===== config.mk =====
export PLATFORM = sky130hd
export DESIGN_NAME = text_stream_cat_filter
export DESIGN_NICKNAME = d
export VERILOG_FILES = /design/src/hw/rtl/tscf_pkg.sv /design/src/hw/rtl/tscf_seq.sv /design/src/hw/rtl/tscf_dp.sv /design/src/hw/rtl/text_stream_cat_filter.sv
export SDC_FILE = /design/constraint.sdc
export NUM_CORES = 1
export LEC_CHECK = 0
export BUFFER_PORTS_ARGS = -buffer_cell sky130_fd_sc_hd__buf_4
export CAP_MARGIN = 20
export CORE_MARGIN = 1
export CORE_UTILIZATION = 63
export DETAILED_ROUTE_END_ITERATION = 6
export PLACE_DENSITY = 0.81
export SYNTH_ARGS = -nofsm -noshare
export SYNTH_HDL_FRONTEND = slang
export SYNTH_HIERARCHICAL = 1
export SYNTH_SLANG_ARGS = --single-unit

===== constraint.sdc =====
create_clock -name clk -period 4.1 [get_ports clk]
set_clock_uncertainty 0.15 [all_clocks]
set_input_delay 0.205 -clock clk [delete_from_list [all_inputs] [get_ports clk]]
set_output_delay 0.205 -clock clk [all_outputs]
set_load 0.05 [all_outputs]

===== src/hw/rtl/tscf_pkg.sv =====
// shared types, constants and microcode fields for the text stream cat filter
// no dependencies; imported by tscf_seq, tscf_dp and text_stream_cat_filter

package tscf_pkg;

    localparam int DIGITS_DEFAULT = 10;
    localparam int PAD_WIDTH      = 6;
    localparam int PAD_W          = 3;
    localparam int CFG_IDX_W      = 3;
    localparam int BODY_MAX       = 4;

    // register indexes on the config port
    localparam logic [CFG_IDX_W-1:0] REG_NUMBER_NONBLANK  = 3'd0;
    localparam logic [CFG_IDX_W-1:0] REG_NUMBER_ALL       = 3'd1;
    localparam logic [CFG_IDX_W-1:0] REG_SQUEEZE_BLANK    = 3'd2;
    localparam logic [CFG_IDX_W-1:0] REG_SHOW_ENDS        = 3'd3;
    localparam logic [CFG_IDX_W-1:0] REG_SHOW_TABS        = 3'd4;
    localparam logic [CFG_IDX_W-1:0] REG_SHOW_NONPRINTING = 3'd5;

    // character codes
    localparam logic [7:0] CH_TAB    = 8'd9;
    localparam logic [7:0] CH_NL     = 8'd10;
    localparam logic [7:0] CH_SPACE  = 8'd32;
    localparam logic [7:0] CH_DOLLAR = 8'd36;
    localparam logic [7:0] CH_DASH   = 8'd45;
    localparam logic [7:0] CH_ZERO   = 8'd48;
    localparam logic [7:0] CH_QUEST  = 8'd63;
    localparam logic [7:0] CH_CAPI   = 8'd73;
    localparam logic [7:0] CH_CAPM   = 8'd77;
    localparam logic [7:0] CH_CARET  = 8'd94;
    localparam logic [7:0] CH_DEL    = 8'd127;
    localparam logic [7:0] CARET_OFS = 8'd64;

    // microcode step addresses
    typedef logic [2:0] step_t;
    localparam step_t STEP_FETCH = 3'd0;
    localparam step_t STEP_PAD   = 3'd1;
    localparam step_t STEP_DIGIT = 3'd2;
    localparam step_t STEP_TAB   = 3'd3;
    localparam step_t STEP_BODY  = 3'd4;

    typedef enum logic [2:0] {
        SRC_INPUT,
        SRC_SPACE,
        SRC_DIGIT,
        SRC_TAB,
        SRC_BODY
    } src_t;

    typedef enum logic [1:0] {
        CNT_NONE,
        CNT_PAD,
        CNT_DIGIT,
        CNT_BODY
    } cnt_t;

    typedef enum logic [1:0] {
        J_NEXT,
        J_FETCH,
        J_DISPATCH
    } jump_t;

    // one control word
    typedef struct packed {
        src_t  src;
        cnt_t  cnt;
        jump_t jump;
        logic  inc_line;
    } ctrl_t;

    // datapath status back to the sequencer
    typedef struct packed {
        logic fire;
        logic done;
        logic drop;
        logic do_number;
    } stat_t;

    typedef struct packed {
        logic number_nonblank;
        logic number_all;
        logic squeeze_blank;
        logic show_ends;
        logic show_tabs;
        logic show_nonprinting;
    } cfg_t;

endpackage


===== src/hw/rtl/tscf_seq.sv =====
// microcode sequencer: step counter, control store and jump logic
// depends on tscf_pkg

module tscf_seq (
    input  logic           clk,
    input  logic           rst_n,
    input  tscf_pkg::stat_t stat,
    output tscf_pkg::ctrl_t ctrl
);
    import tscf_pkg::*;

    step_t step_reg;
    step_t step_next;

    function automatic ctrl_t ucode(input step_t addr);
        ctrl_t w;
        begin
            w = '{src: SRC_INPUT, cnt: CNT_NONE, jump: J_DISPATCH, inc_line: 1'b0};
            unique case (addr)
                STEP_FETCH: w = '{src: SRC_INPUT, cnt: CNT_NONE,  jump: J_DISPATCH, inc_line: 1'b0};
                STEP_PAD:   w = '{src: SRC_SPACE, cnt: CNT_PAD,   jump: J_NEXT,     inc_line: 1'b0};
                STEP_DIGIT: w = '{src: SRC_DIGIT, cnt: CNT_DIGIT, jump: J_NEXT,     inc_line: 1'b0};
                STEP_TAB:   w = '{src: SRC_TAB,   cnt: CNT_NONE,  jump: J_NEXT,     inc_line: 1'b1};
                STEP_BODY:  w = '{src: SRC_BODY,  cnt: CNT_BODY,  jump: J_FETCH,    inc_line: 1'b0};
                default:    w = '{src: SRC_INPUT, cnt: CNT_NONE,  jump: J_FETCH,    inc_line: 1'b0};
            endcase
            return w;
        end
    endfunction

    assign ctrl = ucode(step_reg);

    always_comb
    begin
        step_next = step_reg;
        if (stat.fire && stat.done)
        begin
            unique case (ctrl.jump)
                J_NEXT:     step_next = step_t'(step_reg + 3'd1);
                J_FETCH:    step_next = STEP_FETCH;
                J_DISPATCH:
                begin
                    priority if (stat.drop)
                        step_next = STEP_FETCH;
                    else if (stat.do_number)
                        step_next = STEP_PAD;
                    else
                        step_next = STEP_BODY;
                end
                default:    step_next = STEP_FETCH;
            endcase
        end
    end

    always_ff @(posedge clk or negedge rst_n)
    begin
        if (!rst_n)
            step_reg <= STEP_FETCH;
        else
            step_reg <= step_next;
    end

    a_drop_stays: assert property (@(posedge clk) disable iff (!rst_n)
        (step_reg == STEP_FETCH && stat.fire && stat.drop) |=> step_reg == STEP_FETCH)
        else $error("dropped line left the fetch step");

    a_number_path: assert property (@(posedge clk) disable iff (!rst_n)
        (step_reg == STEP_TAB && stat.fire) |=> step_reg == STEP_BODY)
        else $error("tab step not followed by body");

endmodule


===== src/hw/rtl/tscf_dp.sv =====
// datapath: byte decode, line counter, expansion buffer and output register
// depends on tscf_pkg; driven by tscf_seq control words

module tscf_dp #(
    parameter int NUMBER_DIGITS = tscf_pkg::DIGITS_DEFAULT
) (
    input  logic            clk,
    input  logic            rst_n,
    input  tscf_pkg::cfg_t  cfg,
    input  tscf_pkg::ctrl_t ctrl,
    output tscf_pkg::stat_t stat,
    input  logic            in_valid,
    output logic            in_ready,
    input  logic [7:0]      in_byte,
    output logic            out_valid,
    input  logic            out_ready,
    output logic [7:0]      out_byte,
    output logic            out_last
);
    import tscf_pkg::*;

    localparam int LINE_W = 4 * NUMBER_DIGITS;
    localparam int LEN_W  = $clog2(NUMBER_DIGITS + 1);
    localparam int IDX_W  = $clog2(NUMBER_DIGITS);

    logic              prev_nl_reg;
    logic [1:0]        blank_run_reg;
    logic [1:0]        blank_run_next;
    logic [LINE_W-1:0] line_reg;
    logic [LINE_W-1:0] line_next;
    logic [PAD_W-1:0]  pad_cnt_reg;
    logic [LEN_W-1:0]  dig_idx_reg;
    logic [7:0]        body_reg [BODY_MAX];
    logic [1:0]        body_idx_reg;
    logic [1:0]        body_last_reg;
    logic              out_valid_reg;
    logic [7:0]        out_byte_reg;
    logic              out_last_reg;

    logic              accept;
    logic              is_nl;
    logic              drop;
    logic              do_number;
    logic [LEN_W-1:0]  len;
    logic [PAD_W-1:0]  pad;
    logic [7:0]        body [BODY_MAX];
    logic [1:0]        body_last;
    logic              slot_free;
    logic              skip;
    logic              emit;
    logic              done;
    logic [7:0]        emit_byte;
    logic [IDX_W-1:0]  dig_sel;
    logic [3:0]        digit;
    logic [NUMBER_DIGITS-1:0] nine;
    logic [NUMBER_DIGITS-1:0] carry;
    logic [NUMBER_DIGITS-1:0] bcd_ok;

    // input decode
    assign in_ready = (ctrl.src == SRC_INPUT);
    assign accept   = in_ready && in_valid;
    assign is_nl    = (in_byte == CH_NL);

    always_comb
    begin
        if (is_nl && prev_nl_reg)
            blank_run_next = (blank_run_reg == 2'd3) ? 2'd3 : blank_run_reg + 2'd1;
        else
            blank_run_next = 2'd0;
        drop = cfg.squeeze_blank && blank_run_next[1];
        if (cfg.number_nonblank)
            do_number = prev_nl_reg && !is_nl;
        else
            do_number = prev_nl_reg && cfg.number_all;
    end

    // number length from the highest nonzero digit
    always_comb
    begin
        len = LEN_W'(1);
        for (int i = 1; i < NUMBER_DIGITS; i++)
        begin
            if (line_reg[4*i +: 4] != 4'd0)
                len = LEN_W'(i + 1);
        end
        if (len < LEN_W'(PAD_WIDTH))
            pad = PAD_W'(LEN_W'(PAD_WIDTH) - len);
        else
            pad = '0;
    end

    // expansion of the byte itself
    always_comb
    begin
        logic [7:0] low;
        logic [1:0] ofs;
        low = {1'b0, in_byte[6:0]};
        ofs = 2'd0;
        for (int i = 0; i < BODY_MAX; i++)
            body[i] = in_byte;
        body_last = 2'd0;
        priority if (is_nl)
        begin
            if (cfg.show_ends)
            begin
                body[0]   = CH_DOLLAR;
                body[1]   = CH_NL;
                body_last = 2'd1;
            end
        end
        else if (in_byte == CH_TAB)
        begin
            if (cfg.show_tabs)
            begin
                body[0]   = CH_CARET;
                body[1]   = CH_CAPI;
                body_last = 2'd1;
            end
        end
        else if (cfg.show_nonprinting && (in_byte < CH_SPACE || in_byte >= CH_DEL))
        begin
            if (in_byte[7])
            begin
                body[0] = CH_CAPM;
                body[1] = CH_DASH;
                ofs     = 2'd2;
            end
            priority if (low < CH_SPACE)
            begin
                body[ofs]          = CH_CARET;
                body[ofs + 2'd1]   = low + CARET_OFS;
                body_last          = ofs + 2'd1;
            end
            else if (low == CH_DEL)
            begin
                body[ofs]          = CH_CARET;
                body[ofs + 2'd1]   = CH_QUEST;
                body_last          = ofs + 2'd1;
            end
            else
            begin
                body[ofs]          = low;
                body_last          = ofs;
            end
        end
        else
        begin
            body[0] = in_byte;
        end
    end

    // saturating bcd increment
    always_comb
    begin
        for (int i = 0; i < NUMBER_DIGITS; i++)
        begin
            nine[i]   = (line_reg[4*i +: 4] == 4'd9);
            bcd_ok[i] = (line_reg[4*i +: 4] <= 4'd9);
        end
        carry[0] = 1'b1;
        for (int i = 1; i < NUMBER_DIGITS; i++)
            carry[i] = carry[i-1] && nine[i-1];
        line_next = line_reg;
        if (!(&nine))
        begin
            for (int i = 0; i < NUMBER_DIGITS; i++)
            begin
                if (carry[i])
                    line_next[4*i +: 4] = nine[i] ? 4'd0 : line_reg[4*i +: 4] + 4'd1;
            end
        end
    end

    // step execution
    assign dig_sel   = IDX_W'(dig_idx_reg - LEN_W'(1));
    assign digit     = line_reg[4*dig_sel +: 4];
    assign slot_free = !out_valid_reg || out_ready;
    assign skip      = (ctrl.src == SRC_SPACE) && (pad_cnt_reg == '0);

    always_comb
    begin
        unique case (ctrl.src)
            SRC_INPUT: emit_byte = CH_SPACE;
            SRC_SPACE: emit_byte = CH_SPACE;
            SRC_DIGIT: emit_byte = CH_ZERO | {4'd0, digit};
            SRC_TAB:   emit_byte = CH_TAB;
            SRC_BODY:  emit_byte = body_reg[body_idx_reg];
            default:   emit_byte = CH_SPACE;
        endcase
        unique case (ctrl.cnt)
            CNT_NONE:  done = 1'b1;
            CNT_PAD:   done = (pad_cnt_reg <= PAD_W'(1));
            CNT_DIGIT: done = (dig_idx_reg == LEN_W'(1));
            CNT_BODY:  done = (body_idx_reg == body_last_reg);
            default:   done = 1'b1;
        endcase
    end

    assign emit = (ctrl.src != SRC_INPUT) && !skip && slot_free;

    always_comb
    begin
        stat.done      = done;
        stat.drop      = drop;
        stat.do_number = do_number;
        if (ctrl.src == SRC_INPUT)
            stat.fire = accept;
        else
            stat.fire = skip || slot_free;
    end

    // state and counters
    always_ff @(posedge clk or negedge rst_n)
    begin
        if (!rst_n)
        begin
            prev_nl_reg   <= 1'b1;
            blank_run_reg <= 2'd0;
            line_reg      <= {{(LINE_W-1){1'b0}}, 1'b1};
            pad_cnt_reg   <= '0;
            dig_idx_reg   <= LEN_W'(1);
            body_idx_reg  <= 2'd0;
            body_last_reg <= 2'd0;
        end
        else
        begin
            if (accept)
            begin
                blank_run_reg <= blank_run_next;
                if (!drop)
                    prev_nl_reg <= is_nl;
                pad_cnt_reg   <= pad;
                dig_idx_reg   <= len;
                body_idx_reg  <= 2'd0;
                body_last_reg <= body_last;
            end
            if (emit)
            begin
                unique case (ctrl.cnt)
                    CNT_NONE:  ;
                    CNT_PAD:   pad_cnt_reg  <= pad_cnt_reg - PAD_W'(1);
                    CNT_DIGIT: dig_idx_reg  <= dig_idx_reg - LEN_W'(1);
                    CNT_BODY:  body_idx_reg <= body_idx_reg + 2'd1;
                    default:   ;
                endcase
                if (ctrl.inc_line)
                    line_reg <= line_next;
            end
        end
    end

    always_ff @(posedge clk)
    begin
        if (accept)
        begin
            for (int i = 0; i < BODY_MAX; i++)
                body_reg[i] <= body[i];
        end
    end

    // output register
    always_ff @(posedge clk or negedge rst_n)
    begin
        if (!rst_n)
            out_valid_reg <= 1'b0;
        else if (emit)
            out_valid_reg <= 1'b1;
        else if (out_ready)
            out_valid_reg <= 1'b0;
    end

    always_ff @(posedge clk)
    begin
        if (emit)
        begin
            out_byte_reg <= emit_byte;
            out_last_reg <= (ctrl.src == SRC_BODY) && done;
        end
    end

    assign out_valid = out_valid_reg;
    assign out_byte  = out_byte_reg;
    assign out_last  = out_last_reg;

    a_bcd_digits: assert property (@(posedge clk) disable iff (!rst_n)
        &bcd_ok)
        else $error("line counter holds a digit above nine");

    a_digit_index: assert property (@(posedge clk) disable iff (!rst_n)
        (ctrl.src == SRC_DIGIT) |-> (dig_idx_reg != '0))
        else $error("digit step with empty digit index");

    a_body_index: assert property (@(posedge clk) disable iff (!rst_n)
        (ctrl.src == SRC_BODY) |-> (body_idx_reg <= body_last_reg))
        else $error("body index ran past the last byte");

endmodule


===== src/hw/rtl/text_stream_cat_filter.sv =====
// top level of the text stream cat filter: config registers, sequencer and datapath
// depends on tscf_pkg, tscf_seq, tscf_dp
//
//  channel   signals                                   beat
//  s_axis    tvalid tready tdata[7:0]                  one raw text byte
//  m_axis    tvalid tready tdata[7:0] tlast            one output byte, tlast on last of a byte
//  cfg       cfg_we cfg_index[2:0] cfg_data[0]         one register write
//
// an input byte takes a fetch step, then its expanded bytes are emitted by the body step
// a numbered line start adds a pad step (one space per pad count), a digit step (one per digit)
// and a tab step; the single shared output register sets the one-beat-per-cycle pace
// while m_axis is ready; a dropped blank line uses only its fetch step
// reset: line counter 1, previous byte taken as newline, all options off
// a stall on m_axis holds the sequencer in any step that emits a byte

module text_stream_cat_filter #(
    parameter int NUMBER_DIGITS = tscf_pkg::DIGITS_DEFAULT
) (
    input  logic                           clk,
    input  logic                           rst_n,
    input  logic                           s_axis_tvalid,
    output logic                           s_axis_tready,
    input  logic [7:0]                     s_axis_tdata,   // in_byte
    output logic                           m_axis_tvalid,
    input  logic                           m_axis_tready,
    output logic [7:0]                     m_axis_tdata,   // out_byte
    output logic                           m_axis_tlast,
    input  logic                           cfg_we,
    input  logic [tscf_pkg::CFG_IDX_W-1:0] cfg_index,
    input  logic                           cfg_data
);
    import tscf_pkg::*;

    cfg_t  cfg_reg;
    ctrl_t ctrl;
    stat_t stat;

    always_ff @(posedge clk or negedge rst_n)
    begin
        if (!rst_n)
            cfg_reg <= '0;
        else if (cfg_we)
        begin
            unique case (cfg_index)
                REG_NUMBER_NONBLANK:  cfg_reg.number_nonblank  <= cfg_data;
                REG_NUMBER_ALL:       cfg_reg.number_all       <= cfg_data;
                REG_SQUEEZE_BLANK:    cfg_reg.squeeze_blank    <= cfg_data;
                REG_SHOW_ENDS:        cfg_reg.show_ends        <= cfg_data;
                REG_SHOW_TABS:        cfg_reg.show_tabs        <= cfg_data;
                REG_SHOW_NONPRINTING: cfg_reg.show_nonprinting <= cfg_data;
                default:              ;
            endcase
        end
    end

    tscf_seq u_seq (
        .clk   (clk),
        .rst_n (rst_n),
        .stat  (stat),
        .ctrl  (ctrl)
    );

    tscf_dp #(
        .NUMBER_DIGITS (NUMBER_DIGITS)
    ) u_dp (
        .clk       (clk),
        .rst_n     (rst_n),
        .cfg       (cfg_reg),
        .ctrl      (ctrl),
        .stat      (stat),
        .in_valid  (s_axis_tvalid),
        .in_ready  (s_axis_tready),
        .in_byte   (s_axis_tdata),
        .out_valid (m_axis_tvalid),
        .out_ready (m_axis_tready),
        .out_byte  (m_axis_tdata),
        .out_last  (m_axis_tlast)
    );

endmodule

Yosys cells after proc, flatten, opt, wreduce, memory -nomap -nowiden
Memory sizes are Yosys's and may differ from the RTL's.
Cells that the tools add are included.
{ "word_totals": {"regBits": 73, "latchBits": 0, "ram_bits": 32, "romBits": 0, "input_bits": 17, "memories": 1} }
{ "op_classes": {"n_addsub": 18, "multipliers": 0, "div_mod_pow": 0, "magnitude_cmp": 9, "n_eq_ne": 33, "n_shift": 1, "mux": 74, "n_bitwise": 10, "reduce_logical": 62} }
{ "mem_list": {"columns": ["name", "depth", "word_bits", "rd", "rd_clocked_by_memory_dff", "write_ports", "line_no", "source"], "rows": [
  ["u_dp.body_reg", 4, 8, 1, 0, 4, "tscf_dp.sv:33", "logic [7:0] body_reg [BODY_MAX];"]
]} }
{ "ops": {"columns": ["operator", "n"], "rows": [
  ["$mux W16", 9],
  ["$bwmux W32", 2],
  ["$mux W32", 2],
  ["$mux W4", 16],
  ["$add A4 B1 Y4 const B", 10],
  ["$eq A4 B4 Y1 const B", 10],
  ["$pmux W8 S5", 1],
  ["$shiftx A40 B7 Y4", 1],
  ["$reduce_and A4 Y1", 9],
  ["$reduce_bool A4 Y1", 9],
  ["$demux W8 S2", 2],
  ["$mux W2", 16],
  ["$mux W3", 10],
  ["$mux W24", 1],
  ["$mux W8", 3],
  ["$or A24 B24 Y24", 1],
  ["$pmux W8 S3", 1],
  ["$logic_and A1 B1 Y1", 21],
  ["$or A20 B20 Y20", 1],
  ["$eq A3 B2 Y1 const B", 6],
  ["$eq A8 B4 Y1 const B", 2],
  ["$mux W15", 1],
  ["$reduce_and A2 Y1", 7],
  ["$and A12 B12 Y12", 1],
  ["other kinds (36)", 65]
]} }

Logic depth before layout (Yosys ltp)
Gate-level depths: netlist of the first run.
{ "depth": {"depth_word": 19, "depth_mapped": 13, "depth_no_buf": 11} }

By module
Netlist of the first run, hierarchy kept.
{ "by_module_without_submodules": {"columns": ["mod", "instances", "cells_each", "area_each_um2", "seq_area_each_um2"], "rows": [
  ["tscf_dp", 1, 593, 5998.3, 2611.3],
  ["tscf_seq", 1, 38, 322.8, 75.1],
  ["text_stream_cat_filter", 1, 18, 299.0, 150.1]
]} }

Worst setup path after synthesis of the first run
OpenSTA, ideal clock, no wires.
{ "synth_path": {"kind": "reg2reg", "from": "reg u_seq.step_reg[0]", "to": "reg u_dp.dig_idx_reg[1]", "arrival_time_ns": 4.323, "slack_ns": -0.524, "stages_incl_launch_ff": 12, "n_path_buf": 2, "cell_sequence": "dfrtp_1 > ha_1 > ha_1 > nand2b_1 > clkbuf_1 > nor3_1 > nand2_1 > inv_1 > clkbuf_1 > nand2_1 > o31ai_1 > mux2i_1"} }
{ "synth_lines": {"columns": ["element", "line_no", "source"], "rows": [
  ["from (decl)", "tscf_seq.sv:12", "step_t step_reg;"],
  ["from (signal assigned)", "tscf_seq.sv:60", "step_reg <= step_next;"],
  ["to (signal assigned)", "tscf_dp.sv:233", "dig_idx_reg <= len;"],
  ["to (signal assigned)", "tscf_dp.sv:242", "CNT_DIGIT: dig_idx_reg <= dig_idx_reg - LEN_W'(1);"],
  ["to (decl)", "tscf_dp.sv:32", "logic [LEN_W-1:0] dig_idx_reg;"]
]} }

==> results_dict.tcl, run 1 <==
set metrics [dict create \
    status "complete, no violations" \
    wl_met2_mm 7.51 \
    yosysWarnings 6 \
    vias 5212 \
    fin_area_um2 7050 \
    clkLatencyLatePin_ns 0.40 \
    die_x_um 104 \
    power_mw 3.86 \
    crit_path_end_kind "register" \
    syn_area_um2 6600 \
    clk_pin_slew_ns 0.10 \
    core_area_um2 9950 \
    synthToLayoutAreaGrowth_pct 6.90 \
    overflow 0 \
    critical_path_arrival_ns 3.54 \
    layout-drive-gt1-share_pct 15.2 \
    initial_core_util_pct 66.3 \
    postCtsSetupRepairBufs 0 \
    cp.required_ns 4.27 \
    rsz0062_at_grt "false" \
    ff_latch_area_um2 2840 \
    clock.fmax_mhz 296 \
    detail_route.wl_per_cell_um 18.6 \
    grt_max_degree 65 \
    ctsResizeCount 0 \
    io-pin-count 28 \
    largest_register_ffs 40 \
    finalWeightedCongestion 0.960 \
    crit_path_max_incr_delay_ns 0.55 \
    cts-buffers-inserted 9 \
    hold_path.class "in -> reg" \
    path_cells "ha_1 -> ha_1 -> nand2b_1 -> nor3_2 -> nand2_1 -> inv_1 -> buf_12 -> nor2_1 -> a31oi_1 -> o31ai_1 -> mux2i_1" \
    cts.path.max_buffers 2 \
    syn-num-nets 679 \
    wl_met1_mm 5.83 \
    via_per_inst 6.59 \
    tns_ns 0 \
    slew_viol_final 0 \
    layout_min_cycle_time_ns 3.37 \
    drtIter0Drc 427 \
    post-place-ws_ns 0.815 \
    cts_tree "built" \
    dr.pass1.iters 5 \
    crit_path_frequent_cell "ha_1" \
    whs_ns 0.0367 \
    wl_met3_um 913 \
    cts.sinks 105 \
    die_height_um 104 \
    max_slew_margin_pct 45.7 \
    vdd_drop_max_uv 484 \
    hold_buffers 8 \
    antenna_found_initial 0 \
    crit_type "reg -> reg" \
    cp_slowest_cell "inv_1" \
    placed_area_um2 6780 \
    leakage_nw 2.78 \
    setup_violations 0 \
    grt_usage_pct 28.3 \
    hold_viol 0 \
    antenna-diode-count 0 \
    dp_hpwl_mm 10.5 \
    antenna_left 0 \
    clockRootBuffer "clkbuf_8" \
    maxCapViolCount 0 \
    syn_inst 647 \
    drcViolationCount 0 \
    fillers 740 \
    placement.io_buffers 27 \
    htree_levels 3 \
    startpoint_type "register" \
    wl_mm 14.7 \
    pwr_density_cell_nw_per_um2 547 \
    setup_ws_ns 0.727 \
    fp-row-count 36 \
    final_nets 685 \
    grt_pass1_vias 5118 \
    grt_pass1_wl_mm 24.3 \
    syn_area_per_cell_um2 10.2 \
    highest_layer "met4" \
    die_area_um2 10900 \
    post-route-period-util_pct 82.3 \
    worst_slew_pin_slew_ns 0.815 \
    cp_max_fo 29 \
    multi_input_area_um2 3420 \
]
[critical path: cells and delay by family (launching register included)]
kind / cells / cell delay [ns]
AND/OR/NAND/NOR: 4 / 0.98
adder cells (fa/ha/maj): 2 / 0.53
multiplexers: 1 / 0.13
flip-flops: 1 / 0.45
AO/OA/AOI/OAI: 2 / 0.23
buffers and inverters: 2 / 0.81
[path summary, 6_finish.rpt]
path                       slack (ns)                       endpoint  cells after the start                     startpoint
min in group asynchronous        0.29  u_dp/line_reg[25]$_DFFE_PN0P_                      2                          rst_n
hold reg to reg                  0.33   u_dp/prev_nl_reg$_DFFE_PN1P_                      2   u_dp/prev_nl_reg$_DFFE_PN1P_
setup reg to reg                 0.73  u_dp/dig_idx_reg[1]$_DFF_PN0_                     11  u_seq/step_reg[0]$_DFFE_PN0P_
setup / recovery                 0.73  u_dp/dig_idx_reg[1]$_DFF_PN0_                     11  u_seq/step_reg[0]$_DFFE_PN0P_
max in group asynchronous        2.99  u_dp/dig_idx_reg[3]$_DFF_PN0_                      2                          rst_n
hold / removal                   0.04         cfg_reg[2]$_DFFE_PN0P_                      3                         cfg_we
[power breakdown]
group,switching (mW),total [mW],internal [mW]
registers,0.177,1.58,1.40
logic,1.02,1.66,0.638
clock network,0.387,0.622,0.236
[stage by stage]
stage	util, %	std cells
floorplan	-	647
global placement	68.1	767
detailed placement	68.1	767
CTS	70.9	791
global route	70.9	791
finish	70.9	791
[metal layers]
| metal | global-route usage, % | up-vias |
|---|---|---|
| li1 | - | 2405 |
| met1 | 32.7 | 2513 |
| met2 | 49.6 | 246 |
| met3 | 6.95 | 48 |
| met4 | 12.3 | 0 |
| met5 | 0 | - |
[layout by cell type, fill, tap and decap left out, types with 4 or more instances in the layout]
cell           instances
dfrtp_1               61
mux2_4                 7
nand2b_1               8
dlygate4sd3_1          8
o21ai_0               27
nor2_1                36
and3_1                 6
clkbuf_8               9
nor2b_1               13
a21o_1                 5
buf_4                 30
mux4_2                15
nand4b_1               5
nand3_1               32
or4_1                  4
mux2_2                 9
xor2_1                 6
and2_1                 8
a31oi_1                7
o21a_1                 4
a21oi_1               24
o31ai_1               10
and4bb_2               4
ha_1                  15
nor4_1                18
nand3b_1               4
o211ai_1               5
nand4_1               16
xnor2_1               22
nand2_1               59
nor3_1                18
edfxtp_1              41
nor3b_1               11
mux2i_1               11
inv_1                 30
[layout make-up]
class	instances	area share, %
Multi-Input combinational cell	468	48.5
Sequential cell	105	40.2
Timing Repair Buffer	39	4.61
Tap cell	133	2.36
Clock buffer	10	1.81
Inverter	30	1.60
Clock inverter	6	0.869
Power figures use the tool's default switching activity.
==> inputs of run 2 (changes only) <==
clock period = 3.4 ns   (was 4.1 ns; I/O delays follow)
==> run 2 against run 1 <==
Compared with the run above: critical path depth fell by 1; total power rose by 25%; wire length rose by 2.6%; cell count rose by 1.4%; global-route usage rose by 1.4 points; clock power rose by 33%.
==> results_dict.tcl, run 2 (synthesis gave the netlist of run 1 again) <==
set metrics [dict create \
    power_frac_comb_pct 44.3 \
    rsz0062_at_grt "false" \
    initial_core_util_pct 66.3 \
    detail_route.wl_per_cell_um 18.8 \
    power_frac_seq_pct 38.6 \
    switchingPower_mw 1.99 \
    crit_type "reg -> reg" \
    status "complete, no violations" \
    p_clk_share_pct 17.1 \
    pwr_density_cell_nw_per_um2 676 \
    largest_register_ffs 40 \
    vdd_drop_max_uv 428 \
    grt_pass1_vias 5140 \
    sw_frac_of_total_pct 41.2 \
    layout_min_cycle_time_ns 2.92 \
    finalWeightedCongestion 0.930 \
    die_x_um 104 \
    crit_buf_inv 2 \
    cts.sinks 105 \
    power_mw 4.84 \
    drtIter0Drc 410 \
    leakage_nw 2.85 \
    crit_path_end_kind "register" \
    min_to "u_dp/prev_nl_reg$_DFFE_PN1P_" \
    via_per_inst 6.52 \
    worst_slew_pin_slew_ns 0.809 \
    setup_violations 0 \
    hold_path_startpoint "s_axis_tvalid" \
    layout_common_cells "dfrtp_1 (61), nand2_1 (59), edfxtp_1 (41), buf_4 (36), nor2_1 (36)" \
    top_usage_layer "met2" \
    cp_max_fo 13 \
    die_height_um 104 \
    core_area_um2 9950 \
    globalRouteMet1Util_pct 35.8 \
    maxCapViolCount 0 \
    layout-drive-gt1-share_pct 15.8 \
    clk_pin_slew_ns 0.11 \
    cp.required_ns 3.57 \
    dp_hpwl_mm 10.8 \
    drcViolationCount 0 \
    synthToLayoutAreaGrowth_pct 8.53 \
    tns_ns 0 \
    placed_cells 772 \
    cts_tree "built" \
    power.internal_mw 2.84 \
    crit_path_max_incr_delay_ns 0.45 \
    wl_mm 15.1 \
    ff_latch_area_um2 2840 \
    io-pin-count 28 \
    placement.io_buffers 27 \
    path_cells "ha_1 -> ha_1 -> nand2b_1 -> buf_4 -> nor3_4 -> nand2_1 -> buf_4 -> nor4_1 -> o21ai_0 -> o211ai_1" \
    finalNonFillerCells 802 \
    hold_viol 0 \
    cp_top_family "simple AND/OR/NAND/NOR gates" \
    overflow 0 \
    clockRootBuffer "clkbuf_8" \
    cp_slowest_cell "nor4_1" \
    fillers 728 \
    antenna-diode-count 0 \
    hold_depth 5 \
    rr_worst_depth 10 \
    htree_levels 3 \
    grt_util_met3_pct 8.52 \
    setup_ws_ns 0.485 \
    grt_max_degree 65 \
    slew_viol_final 0 \
    max_slew_margin_pct 46.1 \
    clock.fmax_mhz 343 \
    r2r_start "u_seq/step_reg[0]$_DFFE_PN0P_" \
    antenna_found_initial 0 \
    reg2reg_slack_ns 0.48 \
    startpoint_type "register" \
    layout_commonest_cell "dfrtp_1" \
    post-place-ws_ns 0.569 \
    ctsResizeCount 0 \
    grt_pass1_wl_mm 25.1 \
    postCtsSetupRepairBufs 0 \
    hold_buffers 14 \
    vias 5230 \
    critical_path_arrival_ns 3.09 \
    cts.path.max_buffers 2 \
    cts-buffers-inserted 9 \
    fp-row-count 36 \
    die_area_um2 10900 \
    final_nets 696 \
    use_met2_pct 49.5 \
    hold_path.class "in -> reg" \
    post-route-period-util_pct 85.7 \
    grt_usage_pct 29.6 \
    clkLatencyLatePin_ns 0.40 \
    rr_endpoint "u_dp/pad_cnt_reg[0]$_DFF_PN0_" \
    multi_input_area_um2 3430 \
    antenna_left 0 \
    dr.pass1.iters 7 \
]
-- run 2: changes by cell type in the layout (fill, tap and decap cells not counted), sizes merged --
cell,change
clkinv,-1
dlygate4sd3,+6
clkinvlp,-1
bufinv,+1
buf,+5
inv,+2
clkbuf,-1
-- run 2: area by class of cell --
type	instances	share of cell area (%)
multi-input cells	468	47.9
flip-flops and latches	105	39.6
repair buffers	50	5.73
well taps	133	2.32
clock buffers	9	1.73
inverters	30	1.57
clock inverters	7	1.14
-- run 2: routing by layer --
metal  vias to the layer above  part of all wire [%]
met5                         -                     0
met4                         0                   3.3
met3                        46                   6.9
met2                       212                    50
met1                      2534                    40
li1                       2438                     -
-- run 2: power by group through the flow --
stage | clock (mW) | combinational, mW | sequential, mW
floorplan | 0 | 1.37 | 2.03
global placement | 0 | 2.04 | 1.87
detailed placement | 0 | 2.09 | 1.90
CTS | 0.848 | 2.12 | 1.87
global route | 0.891 | 2.30 | 1.90
finish | 0.828 | 2.14 | 1.87
-- run 2: metrics by stage --
stage	cell area (µm²)	util [%]	hold slack, ns
finish	7160	71.9	0.0596
global route	7160	71.9	0.0527
CTS	7160	71.9	0.0356
detailed placement	6820	68.5	0.166
global placement	6820	68.5	0.158
floorplan	6610	-	-0.276
-- run 2: worst reg2reg max path: cells and delay by family (launching register included) --
family,cells,cell delay [ns]
AO/OA/AOI/OAI,2,0.42
adder cells (fa/ha/maj),2,0.52
buffers and inverters,2,0.37
flip-flops,1,0.44
AND/OR/NAND/NOR,4,0.94
-- run 2: how the worst max path moves through the flow --
| stage | start | endpoint | slack (ns) | depth (start not counted) |
|---|---|---|---|---|
| CTS | u_seq/step_reg[1]$_DFFE_PN0P_ | u_dp/line_reg[23]$_DFFE_PN0P_ | 0.55 | 8 |
| finish | u_seq/step_reg[0]$_DFFE_PN0P_ | u_dp/pad_cnt_reg[0]$_DFF_PN0_ | 0.48 | 10 |
| global placement | u_seq/step_reg[0]$_DFFE_PN0P_ | u_dp/pad_cnt_reg[0]$_DFF_PN0_ | 0.67 | 10 |
| detailed placement | u_seq/step_reg[1]$_DFFE_PN0P_ | u_dp/line_reg[23]$_DFFE_PN0P_ | 0.57 | 8 |
| global route | s_axis_tdata[7] | u_dp/body_reg[1][6]$_DFFE_PP_ | 0.28 | 9 |
| floorplan | u_seq/step_reg[0]$_DFFE_PN0P_ | u_dp/dig_idx_reg[1]$_DFF_PN0_ | 0.11 | 11 |
==> inputs of run 3 (changes only) <==
CORE_UTILIZATION = 62   (was 63)
PLACE_DENSITY = 0.8   (was 0.81)
SYNTH_HIERARCHICAL = not set   (was 1)
==> run 3 against run 2 <==
Compared with the run above: sequential cell count is the same; setup slack lost 0.049 ns; via count shrank 4.7%; critical path depth shrank 2; clock power shrank 5.8%; sequential power shrank 5%; count of clock-buffer cells in the layout grew 1; cell area shrank 2.0%; fmax shrank 1.7%; global-route usage shrank 2.0 points; critical path type unchanged.
==> results_dict.tcl, run 3 <==
set metrics [dict create \
    post-route-period-util_pct 87.2 \
    cts.sinks 105 \
    syn-num-nets 640 \
    worst_slew_pin_slew_ns 0.792 \
    hold_buffers 9 \
    rsz0062_at_grt "false" \
    hold_path.class "in -> reg" \
    clkLatencyLatePin_ns 0.38 \
    max_slew_margin_pct 46.7 \
    syn_area_um2 6400 \
    placed_cells 748 \
    initial_core_util_pct 64.6 \
    layout-drive-gt1-share_pct 18.6 \
    pwr_density_cell_nw_per_um2 595 \
    yosysTopAreaCellShare_pct 23.9 \
    startpoint_type "register" \
    synth_common_cells "dfrtp_1 (61), nand2_1 (55), nor2_1 (42)" \
    antenna_found_initial 0 \
    dr.pass1.iters 5 \
    drtIter0Drc 347 \
    ys_top_cells_by_area "dfrtp_1 (24%), edfxtp_1 (19%), mux4_2 (5.6%), nand2_1 (3.2%), mux2_2 (3.0%)" \
    antenna_left 0 \
    vdd_drop_max_uv 377 \
    clockRootBuffer "clkbuf_8" \
    maxCapViolCount 0 \
    io-pin-count 28 \
    vias 4984 \
    wl_mm 14.1 \
    postCtsSetupRepairBufs 0 \
    grt_pass1_wl_mm 23.6 \
    synth_top_area_cell "dfrtp_1" \
    grt_max_degree 65 \
    finalWeightedCongestion 0.890 \
    layout_common_cells "dfrtp_1 (61), nand2_1 (55), nor2_1 (42), edfxtp_1 (41), buf_4 (39)" \
    grt_usage_pct 27.6 \
    antenna-diode-count 0 \
    tns_ns 0 \
    die_x_um 104 \
    die_area_um2 10700 \
    cts-buffers-inserted 9 \
    ys_seq_area_share_pct 44.3 \
    final_nets 667 \
    core_area_um2 9910 \
    syn_area_per_cell_um2 10.5 \
    detail_route.wl_per_cell_um 18.3 \
    synth_most_common_cell "dfrtp_1" \
    overflow 0 \
    synthToLayoutAreaGrowth_pct 9.64 \
    via_per_inst 6.45 \
    syn_inst 608 \
    synth_cell_type_count 79 \
    cts_tree "built" \
    ctsResizeCount 0 \
    placement.io_buffers 27 \
    setup_violations 0 \
    layout_min_cycle_time_ns 2.96 \
    yosys_most_used_dff "dfrtp_1" \
    crit_path_end_kind "register" \
    synthArstFlopShare_pct 61.0 \
    layout_commonest_cell "dfrtp_1" \
    synth_edf_count 41 \
    grt_pass1_vias 4828 \
    slew_viol_final 0 \
    dp_hpwl_mm 10.3 \
    leakage_nw 2.92 \
    cp.required_ns 3.49 \
    fp-row-count 36 \
    clock.fmax_mhz 337 \
    yosysWarnings 0 \
    crit_type "reg -> reg" \
    cp_max_fo 9 \
    clk_pin_slew_ns 0.09 \
    critical_path_arrival_ns 3.06 \
    largest_register_ffs 40 \
    die_height_um 104 \
    finalNonFillerCells 773 \
    htree_levels 3 \
    ys_ff_latch 105 \
    cts.path.max_buffers 2 \
    drcViolationCount 0 \
    hold_viol 0 \
    status "complete, no violations" \
]
## run 3: area by class of cell
cell class / count / area, µm²
multi-input combinational: 441 / 3310
fill: 753 / 2890
sequential: 105 / 2840
timing repair buffer: 49 / 403
tap: 133 / 166
clock buffer: 10 / 128
inverter: 29 / 109
clock inverter: 6 / 65.1
## run 3: where the power goes
part           internal (mW)  switching, mW  leakage [nW]
logic                  0.647          0.971          1.62
clock network          0.345          0.435        0.0953
registers               1.60          0.178          1.21
## run 3: worst paths after layout
kind,start,to,slack (ns),cells after the start
worst max-delay path,u_seq.step_reg[0]$_DFFE_PN0P_,u_seq.step_reg[2]$_DFFE_PN0P_,0.44,8
worst min-delay path,cfg_index[2],cfg_reg[2]$_DFFE_PN0P_,0.02,3
worst max register to register,u_seq.step_reg[0]$_DFFE_PN0P_,u_seq.step_reg[2]$_DFFE_PN0P_,0.44,8
worst min register to register,u_dp.prev_nl_reg$_DFFE_PN1P_,u_dp.prev_nl_reg$_DFFE_PN1P_,0.35,2
max in group asynchronous,rst_n,u_seq.step_reg[0]$_DFFE_PN0P_,2.30,2
min in group asynchronous,rst_n,u_dp.line_reg[25]$_DFFE_PN0P_,0.25,2
## run 3: per-stage QoR
step | power, mW | instance area [µm²] | util (%) | setup WS (ns) | hold slack (ns)
floorplan | 2.93 | 6400 | - | 0.390 | -0.276
global placement | 3.33 | 6730 | 68.0 | 0.578 | 0.161
detailed placement | 3.39 | 6730 | 68.0 | 0.488 | 0.165
CTS | 4.18 | 7020 | 70.8 | 0.464 | 0.00918
global route | 4.36 | 7020 | 70.8 | 0.322 | 0.0221
finish | 4.17 | 7020 | 70.8 | 0.436 | 0.0156
## run 3: worst max-delay path, stage by stage, from the launching register on
cell,delay [ns]
dfrtp_1,0.40
inv_1,0.10
ha_1,0.34
mux2i_1,0.51
o21ai_0,0.20
o32ai_1,0.14
o21ai_0,0.18
a21oi_1,0.43
mux2_2,0.40
## run 3: layer usage
layer / wire length (µm) / vias to the layer above / track usage [%]
met4: 443 / 0 / 13.9
met2: 7230 / 205 / 47.7
li1: - / 2307 / -
met5: 0 / - / 0
met1: 5730 / 2431 / 34.2
met3: 751 / 41 / 3.40
## run 3: kinds of logic (layout without fill, tap and decap cells)
group	count (synthesis)	in the layout	synth area share (%)
xor gates and xnor gates	24	24	3.28
buffers and inverters	62	94	3.97
and+or+nand+nor	233	233	21.1
DFF	105	105	44.3
AOI/OAI and AO/OA	121	121	13.5
adders and majority gates	15	15	2.93
muxes	48	48	11.0
